### config.mk
export PLATFORM = sky130hd
export DESIGN_NAME = pressure_frame_convert_calibrate
export DESIGN_NICKNAME = d
export VERILOG_FILES = /design/src/rtl/pfcc_pkg.sv /design/src/rtl/pressure_frame_convert_calibrate.sv /design/src/rtl/pfcc_div.sv /design/src/rtl/pfcc_dp.sv /design/src/rtl/pfcc_ctrl.sv
export SDC_FILE = /design/constraint.sdc
export NUM_CORES = 2
export LEC_CHECK = 0
export ABC_AREA = 1
export BUFFER_PORTS_ARGS = -buffer_cell sky130_fd_sc_hd__buf_2
export CORE_MARGIN = 3
export CORE_UTILIZATION = 30
export CTS_CLUSTER_DIAMETER = 50
export DETAILED_ROUTE_END_ITERATION = 7
export GPL_ROUTABILITY_DRIVEN = 0
export PLACE_DENSITY = 0.41
export SETUP_SLACK_MARGIN = 0.5
export SLEW_MARGIN = 20
export SYNTH_ARGS = -nofsm -noshare
export SYNTH_HDL_FRONTEND = slang
export SYNTH_SLANG_ARGS = --single-unit
export TNS_END_PERCENT = 50
### constraint.sdc
create_clock -name clk -period 13.95 [get_ports clk]
set_input_delay 0.6975 -clock clk [delete_from_list [all_inputs] [get_ports clk]]
set_output_delay 0.6975 -clock clk [all_outputs]
set_load 0.03 [all_outputs]
### src/rtl/pfcc_pkg.sv
`timescale 1ns / 1ps
// Shared types, codes and constants for the pressure frame converter.
package pfcc_pkg;

    typedef enum logic [1:0] {
        CMD_MEASURE      = 2'd0,
        CMD_CAL_START    = 2'd1,
        CMD_CAL_FINISH   = 2'd2,
        CMD_LOAD_DEFAULT = 2'd3
    } cmd_code_t;

    localparam logic [1:0] REG_PMIN           = 2'd0;
    localparam logic [1:0] REG_PMAX           = 2'd1;
    localparam logic [1:0] REG_DEFAULT_OFFSET = 2'd2;

    localparam logic [2:0] STATUS_NORMAL    = 3'd0;
    localparam logic [2:0] STATUS_STALE     = 3'd2;
    localparam logic [2:0] STATUS_BUS_FAULT = 3'd4;

    localparam int FRAME_W    = 32;
    localparam int IN_USER_W  = 3;
    localparam int OUT_DATA_W = 80;
    localparam int CFG_DATA_W = 16;

    localparam logic [9:0]  PMAX_RESET      = 10'd100;
    localparam logic [7:0]  MAX_CAL_SAMPLES = 8'd255;

    // Exact divide by 140 for magnitudes below 2**25: (m * RECIP_140) >> 32
    localparam logic [24:0] RECIP_140       = 25'd30678338;

    // Restoring divider geometry
    localparam int DIV_STEPS  = 32;
    localparam int DIV_CNT_W  = 5;
    localparam int DIVISOR_W  = 14;
    localparam int QUOT_W     = 25;

    typedef struct packed {
        logic load;
        logic mul1;
        logic mul2;
        logic div_start;
        logic post;
        logic write;
    } ctrl_cmd_t;

    typedef struct packed {
        logic meas_path;
        logic avg_path;
        logic div_done;
        logic out_free;
    } dp_status_t;

endpackage

### src/rtl/pressure_frame_convert_calibrate.sv
`timescale 1ns / 1ps
// Top level: pressure frame conversion with zero-offset calibration.
//
//  channel  | signals                         | content
//  ---------+---------------------------------+---------------------------------------
//  s_axis   | tvalid tready tdata[31:0] tuser | frame; tuser = cmd, bus_fault
//  m_axis   | tvalid tready tdata[79:0]       | one reading per transaction
//  cfg      | valid ready index[1:0] data     | 0 pmin_psi, 1 pmax_psi, 2 default offset
//
// A good measure frame passes capture, span product, reciprocal divide by 140, offset and
// clamp, and write before it is valid on m_axis. Finish with samples runs the 32-step
// divider for the average; other commands and fault frames skip the arithmetic and go
// straight to the write. One item is in work at a time; the next is taken the cycle
// after the write, also while the last result waits in the output register, and a full
// output register stalls the write. Reset clears offset, calibration, pmin and the
// default offset and sets pmax to 100; cfg is always ready.
module pressure_frame_convert_calibrate (
    input  logic                                clk,
    input  logic                                rst_n,
    input  logic                                s_axis_tvalid,
    output logic                                s_axis_tready,
    input  logic [pfcc_pkg::FRAME_W-1:0]        s_axis_tdata,   // frame[31:0]
    input  logic [pfcc_pkg::IN_USER_W-1:0]      s_axis_tuser,   // cmd[1:0], bus_fault[2]
    output logic                                m_axis_tvalid,
    input  logic                                m_axis_tready,
    // status[2:0], ok[3], pres_counts[17:4], temp_counts[28:18],
    // pres_centi_psi[44:29], temperature_cdeg[56:45], offset_now[72:57], zero[79:73]
    output logic [pfcc_pkg::OUT_DATA_W-1:0]     m_axis_tdata,
    input  logic                                cfg_valid,
    output logic                                cfg_ready,
    input  logic [1:0]                          cfg_index,
    input  logic [pfcc_pkg::CFG_DATA_W-1:0]     cfg_data
);

    pfcc_pkg::ctrl_cmd_t  ctl;
    pfcc_pkg::dp_status_t sts;

    assign cfg_ready = 1'b1;

    pfcc_ctrl u_ctrl (
        .clk      (clk),
        .rst_n    (rst_n),
        .in_valid (s_axis_tvalid),
        .in_ready (s_axis_tready),
        .sts      (sts),
        .ctl      (ctl)
    );

    pfcc_dp u_dp (
        .clk       (clk),
        .rst_n     (rst_n),
        .cfg_wr    (cfg_valid),
        .cfg_index (cfg_index),
        .cfg_data  (cfg_data),
        .cmd_in    (s_axis_tuser[1:0]),
        .frame_in  (s_axis_tdata),
        .fault_in  (s_axis_tuser[2]),
        .ctl       (ctl),
        .sts       (sts),
        .out_ready (m_axis_tready),
        .out_valid (m_axis_tvalid),
        .out_data  (m_axis_tdata)
    );

endmodule

### src/rtl/pfcc_div.sv
`timescale 1ns / 1ps
// Sequential signed-by-unsigned restoring divider, one quotient bit per cycle.
module pfcc_div (
    input  logic                                clk,
    input  logic                                rst_n,
    input  logic                                start,
    input  logic signed [31:0]                  dividend,
    input  logic [pfcc_pkg::DIVISOR_W-1:0]      divisor,
    output logic signed [pfcc_pkg::QUOT_W-1:0]  quotient,
    output logic                                done
);

    logic                              busy_reg;
    logic                              done_reg;
    logic [pfcc_pkg::DIV_CNT_W-1:0]    cnt_reg;
    logic                              neg_reg;
    logic [31:0]                       dvd_reg;
    logic [pfcc_pkg::DIVISOR_W-1:0]    rem_reg;
    logic [pfcc_pkg::DIVISOR_W-1:0]    dsr_reg;

    logic [pfcc_pkg::DIVISOR_W:0]      shifted;
    logic [pfcc_pkg::DIVISOR_W:0]      trial;
    logic                              fits;
    logic [pfcc_pkg::QUOT_W-1:0]       q_mag;

    assign shifted = {rem_reg, dvd_reg[31]};
    assign trial   = shifted - {1'b0, dsr_reg};
    assign fits    = shifted >= {1'b0, dsr_reg};
    assign q_mag   = dvd_reg[pfcc_pkg::QUOT_W-1:0];

    always_ff @(posedge clk or negedge rst_n)
    begin
        if (!rst_n)
        begin
            busy_reg <= 1'b0;
            done_reg <= 1'b0;
            cnt_reg  <= '0;
        end
        else if (start)
        begin
            busy_reg <= 1'b1;
            done_reg <= 1'b0;
            cnt_reg  <= '0;
        end
        else if (busy_reg)
        begin
            cnt_reg <= cnt_reg + 1'b1;
            if (cnt_reg == pfcc_pkg::DIV_CNT_W'(pfcc_pkg::DIV_STEPS - 1))
            begin
                busy_reg <= 1'b0;
                done_reg <= 1'b1;
            end
        end
        else
        begin
            done_reg <= 1'b0;
        end
    end

    always_ff @(posedge clk)
    begin
        if (start)
        begin
            // Work on magnitudes; the sign goes back on at the end
            neg_reg <= dividend[31];
            dvd_reg <= dividend[31] ? (32'd0 - dividend) : dividend;
            rem_reg <= '0;
            dsr_reg <= divisor;
        end
        else if (busy_reg)
        begin
            dvd_reg <= {dvd_reg[30:0], fits};
            rem_reg <= fits ? trial[pfcc_pkg::DIVISOR_W-1:0]
                            : shifted[pfcc_pkg::DIVISOR_W-1:0];
        end
    end

    assign quotient = $signed(neg_reg ? (pfcc_pkg::QUOT_W'(0) - q_mag) : q_mag);
    assign done     = done_reg;

endmodule

### src/rtl/pfcc_dp.sv
`timescale 1ns / 1ps
// Datapath: settings, captured item, scaling multipliers, offset and calibration state.
module pfcc_dp (
    input  logic                                 clk,
    input  logic                                 rst_n,
    input  logic                                 cfg_wr,
    input  logic [1:0]                           cfg_index,
    input  logic [pfcc_pkg::CFG_DATA_W-1:0]      cfg_data,
    input  logic [1:0]                           cmd_in,
    input  logic [pfcc_pkg::FRAME_W-1:0]         frame_in,
    input  logic                                 fault_in,
    input  pfcc_pkg::ctrl_cmd_t                  ctl,
    output pfcc_pkg::dp_status_t                 sts,
    input  logic                                 out_ready,
    output logic                                 out_valid,
    output logic [pfcc_pkg::OUT_DATA_W-1:0]      out_data
);

    // Settings
    logic signed [7:0]  pmin_reg;
    logic [9:0]         pmax_reg;
    logic signed [15:0] dflt_reg;

    // Captured item
    pfcc_pkg::cmd_code_t          c_cmd_reg;
    logic [pfcc_pkg::FRAME_W-1:0] c_frame_reg;
    logic                         c_fault_reg;

    // Arithmetic pipeline
    logic signed [26:0] prod1_reg;
    logic [49:0]        prod2_reg;
    logic               p_neg_reg;
    logic signed [15:0] post_val_reg;

    // Offset and calibration state
    logic signed [15:0] zero_reg,  zero_next;
    logic signed [15:0] saved_reg, saved_next;
    logic signed [23:0] sum_reg,   sum_next;
    logic [7:0]         cnt_reg,   cnt_next;
    logic               cal_reg,   cal_next;

    // Output register
    logic                                out_valid_reg;
    logic [pfcc_pkg::OUT_DATA_W-1:0]     out_data_reg;

    logic [1:0]         status_raw;
    logic [13:0]        rawp;
    logic [10:0]        rawt;
    logic               is_measure;
    logic               meas_good;
    logic               ok;
    logic signed [14:0] diff;
    logic signed [11:0] span;
    logic signed [26:0] diff_w;
    logic signed [26:0] span_w;
    logic [26:0]        prod1_mag;
    logic [17:0]        q_meas_mag;
    logic signed [25:0] q_meas;
    logic signed [31:0] div_dividend;
    logic [pfcc_pkg::DIVISOR_W-1:0] div_divisor;
    logic signed [pfcc_pkg::QUOT_W-1:0] quot;
    logic               div_done;
    logic signed [25:0] pmin_w;
    logic signed [25:0] zero_w;
    logic signed [25:0] p_sum;
    logic signed [15:0] p_sat;
    logic signed [15:0] avg_sel;
    logic [21:0]        t_scaled;
    logic [11:0]        tcdeg;
    logic [2:0]         o_status;
    logic               out_free;

    always_ff @(posedge clk or negedge rst_n)
    begin
        if (!rst_n)
        begin
            pmin_reg <= '0;
            pmax_reg <= pfcc_pkg::PMAX_RESET;
            dflt_reg <= '0;
        end
        else if (cfg_wr)
        begin
            unique case (cfg_index)
                pfcc_pkg::REG_PMIN:           pmin_reg <= cfg_data[7:0];
                pfcc_pkg::REG_PMAX:           pmax_reg <= cfg_data[9:0];
                pfcc_pkg::REG_DEFAULT_OFFSET: dflt_reg <= cfg_data;
                default: ;
            endcase
        end
    end

    always_ff @(posedge clk)
    begin
        if (ctl.load)
        begin
            c_cmd_reg   <= pfcc_pkg::cmd_code_t'(cmd_in);
            c_frame_reg <= frame_in;
            c_fault_reg <= fault_in;
        end
        if (ctl.mul1)
        begin
            prod1_reg <= diff_w * span_w;
        end
        if (ctl.mul2)
        begin
            prod2_reg <= 50'(prod1_mag[24:0]) * 50'(pfcc_pkg::RECIP_140);
            p_neg_reg <= prod1_reg[26];
        end
        if (ctl.post)
        begin
            post_val_reg <= is_measure ? p_sat : avg_sel;
        end
    end

    // Frame fields
    assign status_raw = c_frame_reg[31:30];
    assign rawp       = c_frame_reg[29:16];
    assign rawt       = c_frame_reg[15:5];
    assign is_measure = (c_cmd_reg == pfcc_pkg::CMD_MEASURE);
    assign meas_good  = is_measure && !c_fault_reg;
    assign ok = meas_good && (({1'b0, status_raw} == pfcc_pkg::STATUS_NORMAL) ||
                              ({1'b0, status_raw} == pfcc_pkg::STATUS_STALE));

    // Scale: (counts - 1000) * span; the * 100 / 14000 that follows is an exact / 140
    assign diff    = $signed({1'b0, rawp}) - 15'sd1000;
    assign span    = $signed({2'b00, pmax_reg}) - $signed({{4{pmin_reg[7]}}, pmin_reg});
    assign diff_w  = diff;
    assign span_w  = span;

    // Divide the magnitude by reciprocal multiplication, truncate toward zero
    assign prod1_mag  = prod1_reg[26] ? (27'd0 - prod1_reg) : prod1_reg;
    assign q_meas_mag = prod2_reg[49:32];
    assign q_meas     = p_neg_reg ? (26'sd0 - $signed({8'd0, q_meas_mag}))
                                  : $signed({8'd0, q_meas_mag});

    // The divider only forms the calibration average
    assign div_dividend = 32'(sum_reg);
    assign div_divisor  = pfcc_pkg::DIVISOR_W'(cnt_reg);

    pfcc_div u_div (
        .clk      (clk),
        .rst_n    (rst_n),
        .start    (ctl.div_start),
        .dividend (div_dividend),
        .divisor  (div_divisor),
        .quotient (quot),
        .done     (div_done)
    );

    // Add span base, remove zero offset, clamp to int16
    assign pmin_w = pmin_reg;
    assign zero_w = zero_reg;
    assign p_sum  = q_meas + pmin_w * 26'sd100 - zero_w;

    always_comb
    begin
        if (p_sum > 26'sd32767)
            p_sat = 16'sh7FFF;
        else if (p_sum < -26'sd32768)
            p_sat = -16'sh8000;
        else
            p_sat = p_sum[15:0];
    end

    // Averages beyond +/-300 centi-psi fall back to zero
    assign avg_sel = ((quot < -25'sd300) || (quot > 25'sd300)) ? 16'sd0 : quot[15:0];

    // Temperature: counts * 2000 / 2048 - 500
    assign t_scaled = 22'(rawt) * 22'd2000;
    assign tcdeg    = {1'b0, t_scaled[21:11]} - 12'd500;

    always_comb
    begin
        zero_next  = zero_reg;
        saved_next = saved_reg;
        sum_next   = sum_reg;
        cnt_next   = cnt_reg;
        cal_next   = cal_reg;
        if (ctl.write)
        begin
            case (c_cmd_reg)
                pfcc_pkg::CMD_MEASURE:
                begin
                    if (!c_fault_reg && cal_reg && ok && (cnt_reg < pfcc_pkg::MAX_CAL_SAMPLES))
                    begin
                        sum_next = sum_reg + 24'(post_val_reg);
                        cnt_next = cnt_reg + 8'd1;
                    end
                end
                pfcc_pkg::CMD_CAL_START:
                begin
                    // Keep the pre-calibration offset across repeated starts
                    if (!cal_reg)
                        saved_next = zero_reg;
                    zero_next = '0;
                    sum_next  = '0;
                    cnt_next  = '0;
                    cal_next  = 1'b1;
                end
                pfcc_pkg::CMD_CAL_FINISH:
                begin
                    if (cal_reg)
                    begin
                        zero_next = (cnt_reg == 8'd0) ? saved_reg : post_val_reg;
                        cal_next  = 1'b0;
                    end
                end
                pfcc_pkg::CMD_LOAD_DEFAULT:
                begin
                    zero_next = dflt_reg;
                    cal_next  = 1'b0;
                end
                default: ;
            endcase
        end
    end

    always_ff @(posedge clk or negedge rst_n)
    begin
        if (!rst_n)
        begin
            zero_reg  <= '0;
            saved_reg <= '0;
            sum_reg   <= '0;
            cnt_reg   <= '0;
            cal_reg   <= 1'b0;
        end
        else
        begin
            zero_reg  <= zero_next;
            saved_reg <= saved_next;
            sum_reg   <= sum_next;
            cnt_reg   <= cnt_next;
            cal_reg   <= cal_next;
        end
    end

    assign o_status = !is_measure ? 3'd0
                    : (c_fault_reg ? pfcc_pkg::STATUS_BUS_FAULT : {1'b0, status_raw});

    assign out_free = !out_valid_reg || out_ready;

    always_ff @(posedge clk or negedge rst_n)
    begin
        if (!rst_n)
            out_valid_reg <= 1'b0;
        else if (ctl.write)
            out_valid_reg <= 1'b1;
        else if (out_ready)
            out_valid_reg <= 1'b0;
    end

    always_ff @(posedge clk)
    begin
        if (ctl.write)
        begin
            out_data_reg <= {7'd0,
                             zero_next,
                             meas_good ? tcdeg : 12'd0,
                             meas_good ? post_val_reg : 16'sd0,
                             meas_good ? rawt : 11'd0,
                             meas_good ? rawp : 14'd0,
                             ok,
                             o_status};
        end
    end

    assign out_valid = out_valid_reg;
    assign out_data  = out_data_reg;

    assign sts.meas_path = meas_good;
    assign sts.avg_path  = (c_cmd_reg == pfcc_pkg::CMD_CAL_FINISH) && cal_reg && (cnt_reg != 8'd0);
    assign sts.div_done  = div_done;
    assign sts.out_free  = out_free;

endmodule

### src/rtl/pfcc_ctrl.sv
`timescale 1ns / 1ps
// Controller: sequences capture, multiply, divide, finish and result write.
module pfcc_ctrl (
    input  logic                  clk,
    input  logic                  rst_n,
    input  logic                  in_valid,
    output logic                  in_ready,
    input  pfcc_pkg::dp_status_t  sts,
    output pfcc_pkg::ctrl_cmd_t   ctl
);

    typedef enum logic [2:0] {
        S_IDLE,
        S_DECODE,
        S_MUL1,
        S_MUL2,
        S_DIV_START,
        S_DIV_WAIT,
        S_POST,
        S_WRITE
    } state_t;

    state_t state_reg, state_next;

    always_comb
    begin
        state_next = state_reg;
        unique case (state_reg)
            S_IDLE:      if (in_valid) state_next = S_DECODE;
            S_DECODE:
            begin
                if (sts.meas_path)
                    state_next = S_MUL1;
                else if (sts.avg_path)
                    state_next = S_DIV_START;
                else
                    state_next = S_WRITE;
            end
            S_MUL1:      state_next = S_MUL2;
            S_MUL2:      state_next = S_POST;
            S_DIV_START: state_next = S_DIV_WAIT;
            S_DIV_WAIT:  if (sts.div_done) state_next = S_POST;
            S_POST:      state_next = S_WRITE;
            S_WRITE:     if (sts.out_free) state_next = S_IDLE;
            default:     state_next = S_IDLE;
        endcase
    end

    always_ff @(posedge clk or negedge rst_n)
    begin
        if (!rst_n)
            state_reg <= S_IDLE;
        else
            state_reg <= state_next;
    end

    assign in_ready      = (state_reg == S_IDLE);
    assign ctl.load      = (state_reg == S_IDLE) && in_valid;
    assign ctl.mul1      = (state_reg == S_MUL1);
    assign ctl.mul2      = (state_reg == S_MUL2);
    assign ctl.div_start = (state_reg == S_DIV_START);
    assign ctl.post      = (state_reg == S_POST);
    // Hold the result until the output register has room
    assign ctl.write     = (state_reg == S_WRITE) && sts.out_free;

endmodule
==> impl_metrics.env <==
export IMPL_endpoint_kind="register"
export IMPL_worst_path_most_repeated_cell="inv_1"
export IMPL_die_area_um2=128000
export IMPL_start_util_pct=30.3
export IMPL_synth_edf_count=205
export IMPL_cts_sinks=329
export IMPL_slew_headroom_pct=29.4
export IMPL_largest_reg_flops=73
export IMPL_crit_type="reg -> reg"
export IMPL_period_share_pct=61.2
export IMPL_synth_area_um2=37100
export IMPL_fin_area_um2=41700
export IMPL_ys_ff_latch=329
export IMPL_status="finished clean"
export IMPL_postRouteAntennaNets=0
export IMPL_cpPeakStageDelay_ps=660
export IMPL_die_x_um=358
export IMPL_cts_buffers=57
export IMPL_avgSynthCellArea_um2=8.28
export IMPL_wl_mm=107
export IMPL_final_cell_mix="inv_1 (966), nand2_1 (881), ha_1 (425), nor2_1 (400), fa_1 (380)"
export IMPL_layout_commonest_cell="inv_1"
export IMPL_track_usage_pct=17.2
export IMPL_post_cts_resize_count=0
export IMPL_arrival_ps=8920
export IMPL_synth_cell_types=60
export IMPL_wl_per_cell_um=17.0
export IMPL_cp_start_kind="register"
export IMPL_grt_pass1_vias=29876
export IMPL_core_area_um2=122000
export IMPL_wl_met2_mm=49.9
export IMPL_cts_tree="built"
export IMPL_clockRootBuffer="clkbuf_16"
export IMPL_drv_slew=0
export IMPL_synthCells=4486
export IMPL_io_buffer_count=127
export IMPL_skew_ps=27.0
export IMPL_synth_warnings=0
export IMPL_setup_tns_ps=0
export IMPL_antenna_found_initial=4
export IMPL_insertion_delay_ps=650
export IMPL_finalSetupViolCount=0
export IMPL_tightest_slew_ps=1060
export IMPL_io_pins=141
export IMPL_drtIter0Drc=1427
export IMPL_placed_area_um2=39800
export IMPL_grt_pass1_wl_mm=171
export IMPL_drive_gt1_share_pct=6.73
export IMPL_period_minus_slack_ps=8540
export IMPL_synth_top_area_share_pct=20.5
export IMPL_slowest_stage="fa_1"
export IMPL_clk_pin_slew_ps=60
export IMPL_die_h_um=358
export IMPL_vias=28579
export IMPL_clock_fmax_ghz=0.117
export IMPL_clockBufferDepth=3
export IMPL_cts_max_level=2
export IMPL_routed_wl_met3_mm=3.92
export IMPL_rsz0062_at_grt="no"
export IMPL_routed_via_density=4.52
export IMPL_required_ps=14330
export IMPL_finalNetCount=5506
export IMPL_hold_buffers=0
export IMPL_timing_hold_violations_final=0
export IMPL_hp_class="in -> async"
export IMPL_grt_max_degree=75
export IMPL_syn_to_final_growth_pct=12.4
export IMPL_top_layer_used="met4"
export IMPL_grt_ovfl_total=0
export IMPL_synth_area_leaders="fa_1 (20%), edfxtp_1 (17%), ha_1 (14%)"
export IMPL_synthFlopType="edfxtp_1"
export IMPL_maxCapViolCount=0
export IMPL_row_count=128
export IMPL_post_route_drc_count=0
export IMPL_dp_hpwl_mm=90.1
export IMPL_cts_setup_buffers=0
export IMPL_wl_met1_mm=51.5
export IMPL_ys_seq_area_share_pct=24.8
export IMPL_crit_fanout=8
export IMPL_dr_pass1_iters=5
export IMPL_synth_top_cell_by_area="fa_1"
export IMPL_async_reset_ff_share_pct=33.4
layer usage:
layer  up-vias  GRT usage, %
met3       100          2.30
met2       367          28.6
li1      14432             -
met1     13680          23.8
met5         -             0
met4         0          3.63
cell type report:
type                    instances  area, um2
fillers                     13060      80600
multi-input cells            3118      24000
flip-flops and latches        329       9190
inverters                     980       3680
well taps                    1625       2030
clock buffers                  67       1520
repair buffers                157        896
clock inverters                41        408
diodes                          3       7.51
synth_stat cells (all sizes together), types with 3 or more instances:
library cell,count
inv,972
nand2,889
ha,425
nor2,409
fa,380
o21ai,266
edfxtp,205
a21oi,177
nand3,159
dfrtp,107
xor2,107
nor3,56
xnor2,53
clkbuf,38
nand4,28
buf,27
a31oi,20
or2,19
nand3b,17
a21o,16
o21bai,15
dfxtp,14
nor4,12
clkinv,8
o21a,8
o211ai,7
mux2,6
o31ai,6
a211oi,5
o22ai,5
and3,4
o2111ai,4
a221oi,3
a2bb2oi,3
dfstp,3
path summary, 6_finish.rpt:
| kind | start | end | slack, ps | cells past startpoint |
|---|---|---|---|---|
| worst min register to register | u_dp.u_div.cnt_reg[3]$_DFFE_PN0P_ | u_dp.u_div.cnt_reg[3]$_DFFE_PN0P_ | 460 | 1 |
| min in group clk | s_axis_tdata[11] | u_dp.c_frame_reg[11]$_DFFE_PP_ | 220 | 1 |
| worst min-delay path | rst_n | u_dp.cnt_reg[0]$_DFFE_PN0P_ | 40 | 1 |
| max in group asynchronous | rst_n | u_dp.pmax_reg[6]$_DFFE_PN1P_ | 12760 | 3 |
| worst max-delay path | u_dp.prod1_reg[0]$_DFFE_PP_ | u_dp.prod2_reg[45]$_DFFE_PN_ | 5410 | 30 |
| worst max register to register | u_dp.prod1_reg[0]$_DFFE_PP_ | u_dp.prod2_reg[45]$_DFFE_PN_ | 5410 | 30 |
metrics by stage:
stage	util [%]	hold WS (ps)	worst slack, ps	std cells
2_1_floorplan	-	402	6850	4492
4_1_cts	34.1	21.2	5330	6315
5_1_grt	34.1	61.3	4810	6318
6_report	34.1	43.2	5410	6320
3_3_place_gp	32.5	456	5440	6207
3_5_place_dp	32.5	454	5360	6207
logic make-up (layout without fill, tap and decap cells):
family | after synthesis | count (layout) | synth area share [%]
buffers and inverters | 1045 | 1245 | 10.7
AOI/OAI and AO/OA | 542 | 542 | 7.97
other | 2 | 11 | 0.0202
and+or+nand+nor | 1597 | 1597 | 17.7
xor gates and xnor gates | 160 | 160 | 3.79
adders and majority gates | 805 | 805 | 34.8
muxes | 6 | 6 | 0.182
DFF | 329 | 329 | 24.8
worst max-delay path, delay by kind of cell (launching register included):
family          cells  cell delay (ps)
compound gates      4              990
flops               1              350
xor+xnor            2              820
buf+inv             7             1040
fa+ha+maj           9             3890
simple gates        8             1160
Power is left out: the tool's default activity adds up to more than one toggle a clock period on the data nets, which glitch-free logic cannot reach.
